===== src/design/ospa_pkg.sv =====
// ----------------------------------------------------------------------------
// ospa_pkg: shared types and codes for the ordered slot pool allocator
// Holds the operation codes passed from the controller to the datapath,
// the status flags passed back, and the result status codes.
// ----------------------------------------------------------------------------
package ospa_pkg;

    // result status codes
    localparam logic [1:0] STATUS_OK        = 2'd0;
    localparam logic [1:0] STATUS_NOT_FOUND = 2'd1;
    localparam logic [1:0] STATUS_EMPTY     = 2'd2;

    // request codes
    localparam logic FUNC_ALLOC = 1'b0;
    localparam logic FUNC_FREE  = 1'b1;

    // datapath operation codes
    localparam logic [3:0] OP_NONE        = 4'd0;
    localparam logic [3:0] OP_LOAD        = 4'd1;
    localparam logic [3:0] OP_ALLOC_START = 4'd2;
    localparam logic [3:0] OP_FREE_START  = 4'd3;
    localparam logic [3:0] OP_EMPTY       = 4'd4;
    localparam logic [3:0] OP_NOT_FOUND   = 4'd5;
    localparam logic [3:0] OP_POP         = 4'd6;
    localparam logic [3:0] OP_APPEND      = 4'd7;
    localparam logic [3:0] OP_WALK_NEXT   = 4'd8;
    localparam logic [3:0] OP_UNLINK      = 4'd9;
    localparam logic [3:0] OP_PUSH        = 4'd10;
    localparam logic [3:0] OP_EMIT        = 4'd11;

    typedef logic [3:0] op_t;

    // controller command
    typedef struct packed {
        op_t op;
    } cmd_t;

    // datapath flags seen by the controller
    typedef struct packed {
        logic func_free;   // latched request is a free
        logic free_empty;  // free stack is empty
        logic used_empty;  // in-use list is empty
        logic tail_valid;  // in-use tail names a slot
        logic cur_match;   // walk cursor equals the requested slot
        logic nxt_none;    // link read at the cursor ends the list
        logic steps_done;  // walk has used its whole step budget
        logic out_ready;   // output register can take a word
    } flags_t;

endpackage


===== src/design/ospa_link_mem.sv =====
// ----------------------------------------------------------------------------
// ospa_link_mem: link array of the slot pool
// One write port, one read port with registered data. Per-entry valid bits
// stand in for the reset contents: an unwritten entry i reads as i+1.
// ----------------------------------------------------------------------------
module ospa_link_mem #(
    parameter int DEPTH  = 32,
    parameter int IDX_W  = 5,
    parameter int LINK_W = 6
) (
    input  logic              aclk,
    input  logic              aresetn,
    input  logic              wr_en,
    input  logic [IDX_W-1:0]  wr_addr,
    input  logic [LINK_W-1:0] wr_data,
    input  logic              rd_en,
    input  logic [IDX_W-1:0]  rd_addr,
    output logic [LINK_W-1:0] rd_data
);

    logic [LINK_W-1:0] mem [DEPTH];
    logic [DEPTH-1:0]  valid_reg;
    logic [LINK_W-1:0] rd_q_reg;
    logic              rd_valid_reg;
    logic [IDX_W-1:0]  rd_addr_reg;

    // storage write and registered read
    always_ff @(posedge aclk) begin
        if (wr_en) begin
            mem[wr_addr] <= wr_data;
        end
        if (rd_en) begin
            rd_q_reg    <= mem[rd_addr];
            rd_addr_reg <= rd_addr;
        end
    end

    // valid bits, cleared at reset
    always_ff @(posedge aclk) begin
        if (!aresetn) begin
            valid_reg    <= '0;
            rd_valid_reg <= 1'b0;
        end else begin
            if (wr_en) begin
                valid_reg[wr_addr] <= 1'b1;
            end
            if (rd_en) begin
                rd_valid_reg <= valid_reg[rd_addr];
            end
        end
    end

    // unwritten entry reads as its reset link
    assign rd_data = rd_valid_reg ? rd_q_reg
                                  : LINK_W'(rd_addr_reg) + LINK_W'(1);

endmodule


===== src/design/ospa_ctrl.sv =====
// ----------------------------------------------------------------------------
// ospa_ctrl: request sequencer
// Steps one request through dispatch, pop/append or list walk/unlink/push,
// and the hand-off to the output register.
// ----------------------------------------------------------------------------
module ospa_ctrl (
    input  logic              aclk,
    input  logic              aresetn,
    input  logic              s_tvalid,
    output logic              s_tready,
    input  ospa_pkg::flags_t  flags,
    output ospa_pkg::cmd_t    cmd
);
    import ospa_pkg::*;

    localparam logic [2:0] ST_IDLE     = 3'd0;
    localparam logic [2:0] ST_DISPATCH = 3'd1;
    localparam logic [2:0] ST_POP      = 3'd2;
    localparam logic [2:0] ST_APPEND   = 3'd3;
    localparam logic [2:0] ST_WALK     = 3'd4;
    localparam logic [2:0] ST_PUSH     = 3'd5;
    localparam logic [2:0] ST_EMIT     = 3'd6;

    logic [2:0] state_reg;
    logic [2:0] state_next;

    assign s_tready = (state_reg == ST_IDLE);

    // next state and datapath command
    always_comb begin
        state_next = state_reg;
        cmd.op     = OP_NONE;
        case (state_reg)
            ST_IDLE: begin
                if (s_tvalid) begin
                    cmd.op     = OP_LOAD;
                    state_next = ST_DISPATCH;
                end
            end
            ST_DISPATCH: begin
                if (flags.func_free) begin
                    if (flags.used_empty) begin
                        cmd.op     = OP_NOT_FOUND;
                        state_next = ST_EMIT;
                    end else begin
                        cmd.op     = OP_FREE_START;
                        state_next = ST_WALK;
                    end
                end else if (flags.free_empty) begin
                    cmd.op     = OP_EMPTY;
                    state_next = ST_EMIT;
                end else begin
                    cmd.op     = OP_ALLOC_START;
                    state_next = ST_POP;
                end
            end
            ST_POP: begin
                cmd.op     = OP_POP;
                state_next = flags.tail_valid ? ST_APPEND : ST_EMIT;
            end
            ST_APPEND: begin
                cmd.op     = OP_APPEND;
                state_next = ST_EMIT;
            end
            ST_WALK: begin
                if (flags.cur_match) begin
                    cmd.op     = OP_UNLINK;
                    state_next = ST_PUSH;
                end else if (flags.nxt_none || flags.steps_done) begin
                    cmd.op     = OP_NOT_FOUND;
                    state_next = ST_EMIT;
                end else begin
                    cmd.op     = OP_WALK_NEXT;
                end
            end
            ST_PUSH: begin
                cmd.op     = OP_PUSH;
                state_next = ST_EMIT;
            end
            ST_EMIT: begin
                if (flags.out_ready) begin
                    cmd.op     = OP_EMIT;
                    state_next = ST_IDLE;
                end
            end
            default: begin
                state_next = ST_IDLE;
            end
        endcase
    end

    // state register
    always_ff @(posedge aclk) begin
        if (!aresetn) begin
            state_reg <= ST_IDLE;
        end else begin
            state_reg <= state_next;
        end
    end

endmodule


===== src/design/ospa_dpath.sv =====
// ----------------------------------------------------------------------------
// ospa_dpath: pool datapath
// Chain heads, walk cursor, result and output registers around the link
// memory; each controller operation updates them.
// ----------------------------------------------------------------------------
module ospa_dpath #(
    parameter int POOL_SIZE = 32
) (
    input  logic             aclk,
    input  logic             aresetn,
    input  ospa_pkg::cmd_t   cmd,
    output ospa_pkg::flags_t flags,
    input  logic             in_func,
    input  logic [4:0]       in_slot_number,
    output logic             out_valid,
    input  logic             out_ready,
    output logic [1:0]       out_status,
    output logic [4:0]       out_slot
);
    import ospa_pkg::*;

    localparam int IDX_W  = $clog2(POOL_SIZE);
    localparam int LINK_W = $clog2(POOL_SIZE + 1);
    localparam int CMP_W  = LINK_W + 5;
    localparam logic [LINK_W-1:0] NONE_LINK = LINK_W'(POOL_SIZE);

    logic              func_reg;
    logic [4:0]        target_reg;
    logic [LINK_W-1:0] free_head_reg, free_head_next;
    logic [LINK_W-1:0] used_head_reg, used_head_next;
    logic [LINK_W-1:0] used_tail_reg, used_tail_next;
    logic [LINK_W-1:0] cur_reg, cur_next;
    logic [LINK_W-1:0] prev_reg, prev_next;
    logic [LINK_W-1:0] steps_reg, steps_next;
    logic [1:0]        res_status_reg, res_status_next;
    logic [IDX_W-1:0]  res_idx_reg, res_idx_next;
    logic              out_valid_reg, out_valid_next;
    logic [1:0]        out_status_reg, out_status_next;
    logic [4:0]        out_slot_reg, out_slot_next;

    logic              wr_en;
    logic [IDX_W-1:0]  wr_addr;
    logic [LINK_W-1:0] wr_data;
    logic              rd_en;
    logic [IDX_W-1:0]  rd_addr;
    logic [LINK_W-1:0] rd_link;
    logic [IDX_W+4:0]  res_ext;

    function automatic logic is_slot(input logic [LINK_W-1:0] v);
        return v < NONE_LINK;
    endfunction

    ospa_link_mem #(
        .DEPTH  (POOL_SIZE),
        .IDX_W  (IDX_W),
        .LINK_W (LINK_W)
    ) u_link_mem (
        .aclk    (aclk),
        .aresetn (aresetn),
        .wr_en   (wr_en),
        .wr_addr (wr_addr),
        .wr_data (wr_data),
        .rd_en   (rd_en),
        .rd_addr (rd_addr),
        .rd_data (rd_link)
    );

    // status flags for the controller
    always_comb begin
        flags.func_free  = (func_reg == FUNC_FREE);
        flags.free_empty = !is_slot(free_head_reg);
        flags.used_empty = !is_slot(used_head_reg);
        flags.tail_valid = is_slot(used_tail_reg);
        flags.cur_match  = (CMP_W'(cur_reg) == CMP_W'(target_reg));
        flags.nxt_none   = !is_slot(rd_link);
        flags.steps_done = (steps_reg == NONE_LINK);
        flags.out_ready  = !out_valid_reg || out_ready;
    end

    // result slot masked to the five-bit field
    assign res_ext = {5'd0, res_idx_reg};

    // operation decode
    always_comb begin
        free_head_next  = free_head_reg;
        used_head_next  = used_head_reg;
        used_tail_next  = used_tail_reg;
        cur_next        = cur_reg;
        prev_next       = prev_reg;
        steps_next      = steps_reg;
        res_status_next = res_status_reg;
        res_idx_next    = res_idx_reg;
        out_status_next = out_status_reg;
        out_slot_next   = out_slot_reg;
        out_valid_next  = out_valid_reg && !out_ready;
        wr_en           = 1'b0;
        wr_addr         = '0;
        wr_data         = '0;
        rd_en           = 1'b0;
        rd_addr         = '0;
        case (cmd.op)
            OP_ALLOC_START: begin
                rd_en   = 1'b1;
                rd_addr = free_head_reg[IDX_W-1:0];
            end
            OP_FREE_START: begin
                rd_en      = 1'b1;
                rd_addr    = used_head_reg[IDX_W-1:0];
                cur_next   = used_head_reg;
                prev_next  = NONE_LINK;
                steps_next = LINK_W'(1);
            end
            OP_EMPTY: begin
                res_status_next = STATUS_EMPTY;
                res_idx_next    = '0;
            end
            OP_NOT_FOUND: begin
                res_status_next = STATUS_NOT_FOUND;
                res_idx_next    = '0;
            end
            OP_POP: begin
                // take the top of the free stack and end its chain
                free_head_next  = rd_link;
                wr_en           = 1'b1;
                wr_addr         = free_head_reg[IDX_W-1:0];
                wr_data         = NONE_LINK;
                res_idx_next    = free_head_reg[IDX_W-1:0];
                res_status_next = STATUS_OK;
                if (!is_slot(used_tail_reg)) begin
                    used_head_next = free_head_reg;
                    used_tail_next = free_head_reg;
                end
            end
            OP_APPEND: begin
                wr_en          = 1'b1;
                wr_addr        = used_tail_reg[IDX_W-1:0];
                wr_data        = LINK_W'(res_idx_reg);
                used_tail_next = LINK_W'(res_idx_reg);
            end
            OP_WALK_NEXT: begin
                rd_en      = 1'b1;
                rd_addr    = rd_link[IDX_W-1:0];
                prev_next  = cur_reg;
                cur_next   = rd_link;
                steps_next = steps_reg + LINK_W'(1);
            end
            OP_UNLINK: begin
                // bypass the cursor slot, fixing head and tail
                if (is_slot(prev_reg)) begin
                    wr_en   = 1'b1;
                    wr_addr = prev_reg[IDX_W-1:0];
                    wr_data = rd_link;
                    if (used_tail_reg == cur_reg) begin
                        used_tail_next = prev_reg;
                    end
                end else begin
                    used_head_next = rd_link;
                    if (!is_slot(rd_link)) begin
                        used_tail_next = NONE_LINK;
                    end
                end
            end
            OP_PUSH: begin
                wr_en           = 1'b1;
                wr_addr         = cur_reg[IDX_W-1:0];
                wr_data         = free_head_reg;
                free_head_next  = cur_reg;
                res_idx_next    = cur_reg[IDX_W-1:0];
                res_status_next = STATUS_OK;
            end
            OP_EMIT: begin
                out_valid_next  = 1'b1;
                out_status_next = res_status_reg;
                out_slot_next   = res_ext[4:0];
            end
            default: begin
            end
        endcase
    end

    // request latch, captured at input accept
    always_ff @(posedge aclk) begin
        if (cmd.op == OP_LOAD) begin
            func_reg   <= in_func;
            target_reg <= in_slot_number;
        end
    end

    // pool heads and output valid
    always_ff @(posedge aclk) begin
        if (!aresetn) begin
            free_head_reg <= '0;
            used_head_reg <= NONE_LINK;
            used_tail_reg <= NONE_LINK;
            out_valid_reg <= 1'b0;
        end else begin
            free_head_reg <= free_head_next;
            used_head_reg <= used_head_next;
            used_tail_reg <= used_tail_next;
            out_valid_reg <= out_valid_next;
        end
    end

    // walk cursor, result and output payload
    always_ff @(posedge aclk) begin
        cur_reg        <= cur_next;
        prev_reg       <= prev_next;
        steps_reg      <= steps_next;
        res_status_reg <= res_status_next;
        res_idx_reg    <= res_idx_next;
        out_status_reg <= out_status_next;
        out_slot_reg   <= out_slot_next;
    end

    assign out_valid  = out_valid_reg;
    assign out_status = out_status_reg;
    assign out_slot   = out_slot_reg;

endmodule


===== src/design/ordered_slot_pool_allocator.sv =====
// ----------------------------------------------------------------------------
// ordered_slot_pool_allocator: slot allocator with an ordered in-use list
// Free slots sit on a LIFO stack, slots in use on a list in allocation
// order, both held in one link memory.
// ----------------------------------------------------------------------------
// Usage:
//   Input stream: s_tuser selects the request (0 allocate, 1 free) and
//   s_tdata[4:0] names the slot to free. Each request gives exactly one
//   result word: m_tuser carries the status (0 ok, 1 not in use, 2 pool
//   empty) and m_tdata[4:0] the slot, zero on error.
//   One request is in work at a time; s_tready is high only between them.
//   Allocate: dispatch, pop and, unless the in-use list is empty, append,
//   then emit (pop and append each take the one link memory write port).
//   Free: dispatch, a walk of the in-use list from its head (one link
//   memory read per list step), unlink, push and emit; a miss ends when the
//   walk reaches the end of the list or has used its whole step budget.
//   Reset (aresetn low, synchronous) empties the in-use list and puts every
//   slot on the free stack in ascending order; no clearing pass is needed.
//   The result sits in an output register: a new request is accepted while
//   it waits, and the block stalls only when its next result is ready and
//   m_tready is still low.
// ----------------------------------------------------------------------------
module ordered_slot_pool_allocator #(
    parameter int POOL_SIZE = 32
) (
    input  logic       aclk,
    input  logic       aresetn,
    input  logic       s_tvalid,
    output logic       s_tready,
    input  logic [7:0] s_tdata,   // [4:0] slot_number, [7:5] zero
    input  logic       s_tuser,   // [0] func
    output logic       m_tvalid,
    input  logic       m_tready,
    output logic [7:0] m_tdata,   // [4:0] slot, [7:5] zero
    output logic [1:0] m_tuser    // [1:0] status
);
    import ospa_pkg::*;

    cmd_t   cmd;
    flags_t flags;
    logic   ctrl_tready;
    logic [4:0] out_slot;

    ospa_ctrl u_ctrl (
        .aclk     (aclk),
        .aresetn  (aresetn),
        .s_tvalid (s_tvalid),
        .s_tready (ctrl_tready),
        .flags    (flags),
        .cmd      (cmd)
    );

    ospa_dpath #(
        .POOL_SIZE (POOL_SIZE)
    ) u_dpath (
        .aclk           (aclk),
        .aresetn        (aresetn),
        .cmd            (cmd),
        .flags          (flags),
        .in_func        (s_tuser),
        .in_slot_number (s_tdata[4:0]),
        .out_valid      (m_tvalid),
        .out_ready      (m_tready),
        .out_status     (m_tuser),
        .out_slot       (out_slot)
    );

    assign s_tready = ctrl_tready;
    assign m_tdata  = {3'd0, out_slot};

endmodule

===== config.mk =====
export PLATFORM = sky130hd
export DESIGN_NAME = ordered_slot_pool_allocator
export DESIGN_NICKNAME = d
export VERILOG_FILES = /design/src/design/ospa_pkg.sv /design/src/design/ospa_link_mem.sv /design/src/design/ospa_ctrl.sv /design/src/design/ospa_dpath.sv /design/src/design/ordered_slot_pool_allocator.sv
export SDC_FILE = /design/constraint.sdc
export NUM_CORES = 1
export LEC_CHECK = 0
export ABC_AREA = 1
export ABC_CLOCK_PERIOD_IN_PS = 7950
export BUFFER_PORTS_ARGS = -buffer_cell sky130_fd_sc_hd__buf_2
export CORE_MARGIN = 10
export CORE_UTILIZATION = 67
export DETAILED_ROUTE_END_ITERATION = 8
export PLACE_DENSITY_LB_ADDON = 0.3
export RECOVER_POWER = 100
export SYNTH_ARGS = -nofsm -noshare
export SYNTH_HDL_FRONTEND = slang
export SYNTH_SLANG_ARGS = --single-unit

===== constraint.sdc =====
create_clock -name aclk -period 7.95 [get_ports aclk]
set_clock_uncertainty 0.2 [all_clocks]
set_input_delay 1.59 -clock aclk [delete_from_list [all_inputs] [get_ports aclk]]
set_output_delay 1.59 -clock aclk [all_outputs]
set_load 0.05 [all_outputs]

==> results by group <==
Global routing
  – First-pass GRT wire length: 46.5 mm
  – Antenna violations before repair: 0
  – Largest net degree at the start of global routing: 116
  – GRT overflow: 0
  – Vias in the first global route: 8647
  – Total GRT Usage: 0.226

Setup path
  – Worst endpoint required time: 8040 ps
  – Cell family with most CP delay: compound AO/OA/AOI/OAI gates
  – Arrival time worst endpoint: 6390 ps
  – Crit path cell chain: inv_1, nor3_1, nand4_1, nand3_1, nand2_1, inv_1, nand2_1, o221ai_1, o211ai_1, nand3_1, nand2_1, nand2_1, nand2_1
  – CP bufs+invs: 2
  – Setup CP Type: register to register
  – Max incr delay on CP: 2210 ps
  – CP Max Fanout: 29
  – Reg2Reg Setup Slack: 1640 ps
  – CP startpoint kind: register
  – Crit-path slowest cell: o221ai_1
  – Worst setup EP type: register
  – Cell mode on critical path: nand2_1

Die
  – FP Rows: 51
  – Die area: 25600 µm²
  – Die height: 160 µm
  – Core Area: 19400 µm²
  – Initial core utilization: 0.678
  – Die Width: 160 µm
  – Ports: 25

Clocking
  – Post-CTS Setup Inserts: 0
  – Clk_lat worst skew: 550 ps
  – Clock sink count: 296
  – Post-CTS Resized: 0
  – Clk buf depth: 3
  – H-tree depth: 1
  – Total CTS buffers: 29
  – Root Buffer: clkbuf_16
  – CTS tree: built
  – Clock transition at the registers of the reported paths: 60 ps
  – Cts hold-fix bufs: 0

Detailed routing
  – WL per Instance: 18.6 µm
  – 1st-pass router iterations: 6
  – Drt first-iter violations: 1242
  – Via-to-Cell Ratio: 5.84
  – Post-route DRC: 0
  – Post-DRT Antenna Nets: 0
  – Detailed-route wire length: 29.6 mm
  – Total number of vias: 9279

Synth
  – Share of the synthesized area in the top cell type: 0.551
  – Largest family of logic cells by synthesized area: simple AND/OR/NAND/NOR gates
  – Synth area leaders: edfxtp_1 55%, dfxtp_1 8.4%, nand2_1 7.1%
  – Adder-Cell Fraction of Synth Area: 0.00286
  – Fraction of registers with async set or reset after synthesis: 0
  – Top cells by count, synth: 247 x nand2_1, 241 x edfxtp_1, 194 x inv_1
  – Fraction of synthesized area in multiplexers: 0
  – Post-Synth XOR/XNOR Area: 0.00600
  – Mapped Area: 13100 µm²
  – Mapped Avg Cell Area: 10.1 µm²
  – Post-synthesis cell type count: 42
  – Leading register cell type out of synthesis: edfxtp_1
  – Post-synthesis cell count: 1300
  – Post-synthesis sequential area ratio: 0.634
  – Area leader, netlist: edfxtp_1
  – Most numerous cell in the Yosys netlist: nand2_1
  – Compound-gate portion of the synthesized area: 0.113
  – Number of synthesized flops with an enable pin: 241
  – Seq cells post-synth: 296
  – Syn. warnings: 0
  – Post-Synth Simple-Gate Area: 0.161

Pwr
  – Worst vdd ir: 0.222 mV
  – Leakage: 0.00537 µW
  – P per Cell Area: 328 nW/µm²
  – Final Total Pwr: 4650 µW

Cells and area
  – Largest register FFs: 192
  – Layout cells sized above 1: 0.0551
  – Finished Layout Cells: 1590
  – Inserted Diodes: 0
  – Area grow syn2layout: 8.05%
  – Final cell area excluding filler cells: 14200 µm²
  – Final net count: 1320

Timing
  – Period utilization: 0.794
  – Unrepaired setup endpoints after global routing: false
  – Fmax: 158 MHz
  – Final min period: 6310 ps
  – Final Hold Fails: 0
  – Relative slew slack: -0.966
  – Least-Margin Pin Slew: 2950 ps
  – Pins Over Slew Limit: 171
  – Setup tns final: 0 ps
  – Final setup violation count: 0

Place
  – Buffers on Ports: 18
  – Placer congestion estimate: 0.968
  – DP Wirelength: 19.5 mm
  – Total placed cells including tap cells: 1538
  – Placement Cell Area: 13400 µm²

Status
  – Failing checks: max-capacitance violations, max-slew violations
  – Status: finished, violations left

Hold path
  – Hold WC Path Type: register to register

Flow run
  – MaxCap Viol Count: 7
cell type report:
| class | instances | area [µm²] |
|---|---|---|
| clock buffer | 37 | 786 |
| clock inverter | 15 | 123 |
| fill | 1344 | 5200 |
| inverter | 209 | 785 |
| multi-input combinational | 738 | 3690 |
| sequential | 296 | 8340 |
| tap | 265 | 332 |
| timing repair buffer | 30 | 149 |
logic make-up (layout without fill, tap and decap cells):
family / count (synthesis) / in the layout
buffers and inverters: 268 / 291
XOR/XNOR: 9 / 9
AO/OA/AOI/OAI: 227 / 227
other: 1 / 3
adder cells (fa/ha/maj): 3 / 3
flip-flops: 296 / 296
AND/OR/NAND/NOR: 496 / 496
power by group:
| part | total (µW) | switching (µW) | leakage [µW] | internal (µW) |
|---|---|---|---|---|
| clock network | 1310 | 554 | 0.000444 | 757 |
| registers | 2050 | 122 | 0.00254 | 1930 |
| logic | 1290 | 919 | 0.00239 | 369 |
| total | 4650 | 1590 | 0.00537 | 3060 |
placed cells by master (no fill, tap or decap), types with 2 or more instances in the layout:
master     Yosys  routed
a211oi_1       5       5
a21oi_1       18      18
a31oi_1        6       6
a41oi_1        5       5
buf_2         27       7
buf_4          8       3
bufinv_16      0       2
clkbuf_1      23      24
clkbuf_16      0      29
clkbuf_8       0       3
clkinv_1       2       9
clkinv_2       0       4
conb_1         1       3
dfxtp_1       55      55
edfxtp_1     241     241
ha_1           3       3
inv_1        194     198
inv_2         13       9
nand2_1      247     248
nand3_1       71      73
nand3_2        6       3
nand4_1       19      20
nor2_1       136     137
nor2_2         5       4
nor3_1         2       4
o211ai_1      97      97
o21a_1         5       5
o21ai_0       38      38
o21ai_1       40      40
o221ai_1       8       9
xnor2_1        2       2
xor2_1         7       7
routing by layer:
metal,vias up,share of wire,track usage
li1,4440,-,-
met1,4352,0.41,0.308
met2,424,0.47,0.363
met3,63,0.094,0.0396
met4,0,0.029,0.0735
met5,-,0,0
per-stage QoR:
step           hold WS (ps)  setup WS [ps]   util
6_report                226           1640  0.732
3_3_place_gp            214           2310  0.693
4_1_cts                 233           2780  0.740
5_1_grt                 239           1280  0.732
2_1_floorplan           200           4180      -
3_5_place_dp            219           2260  0.693
path summary, 6_finish.rpt:
kind	from	end	cells past startpoint
min	u_dpath.res_status_reg[0]	u_dpath.out_status[0]	0
max reg2reg	u_ctrl.state_reg[2]	u_dpath.u_link_mem.rd_q_reg[0]	13
min reg2reg	u_dpath.res_status_reg[0]	u_dpath.out_status[0]	0
max	u_ctrl.state_reg[2]	u_dpath.u_link_mem.rd_q_reg[0]	13
Power figures use the tool's default switching activity.
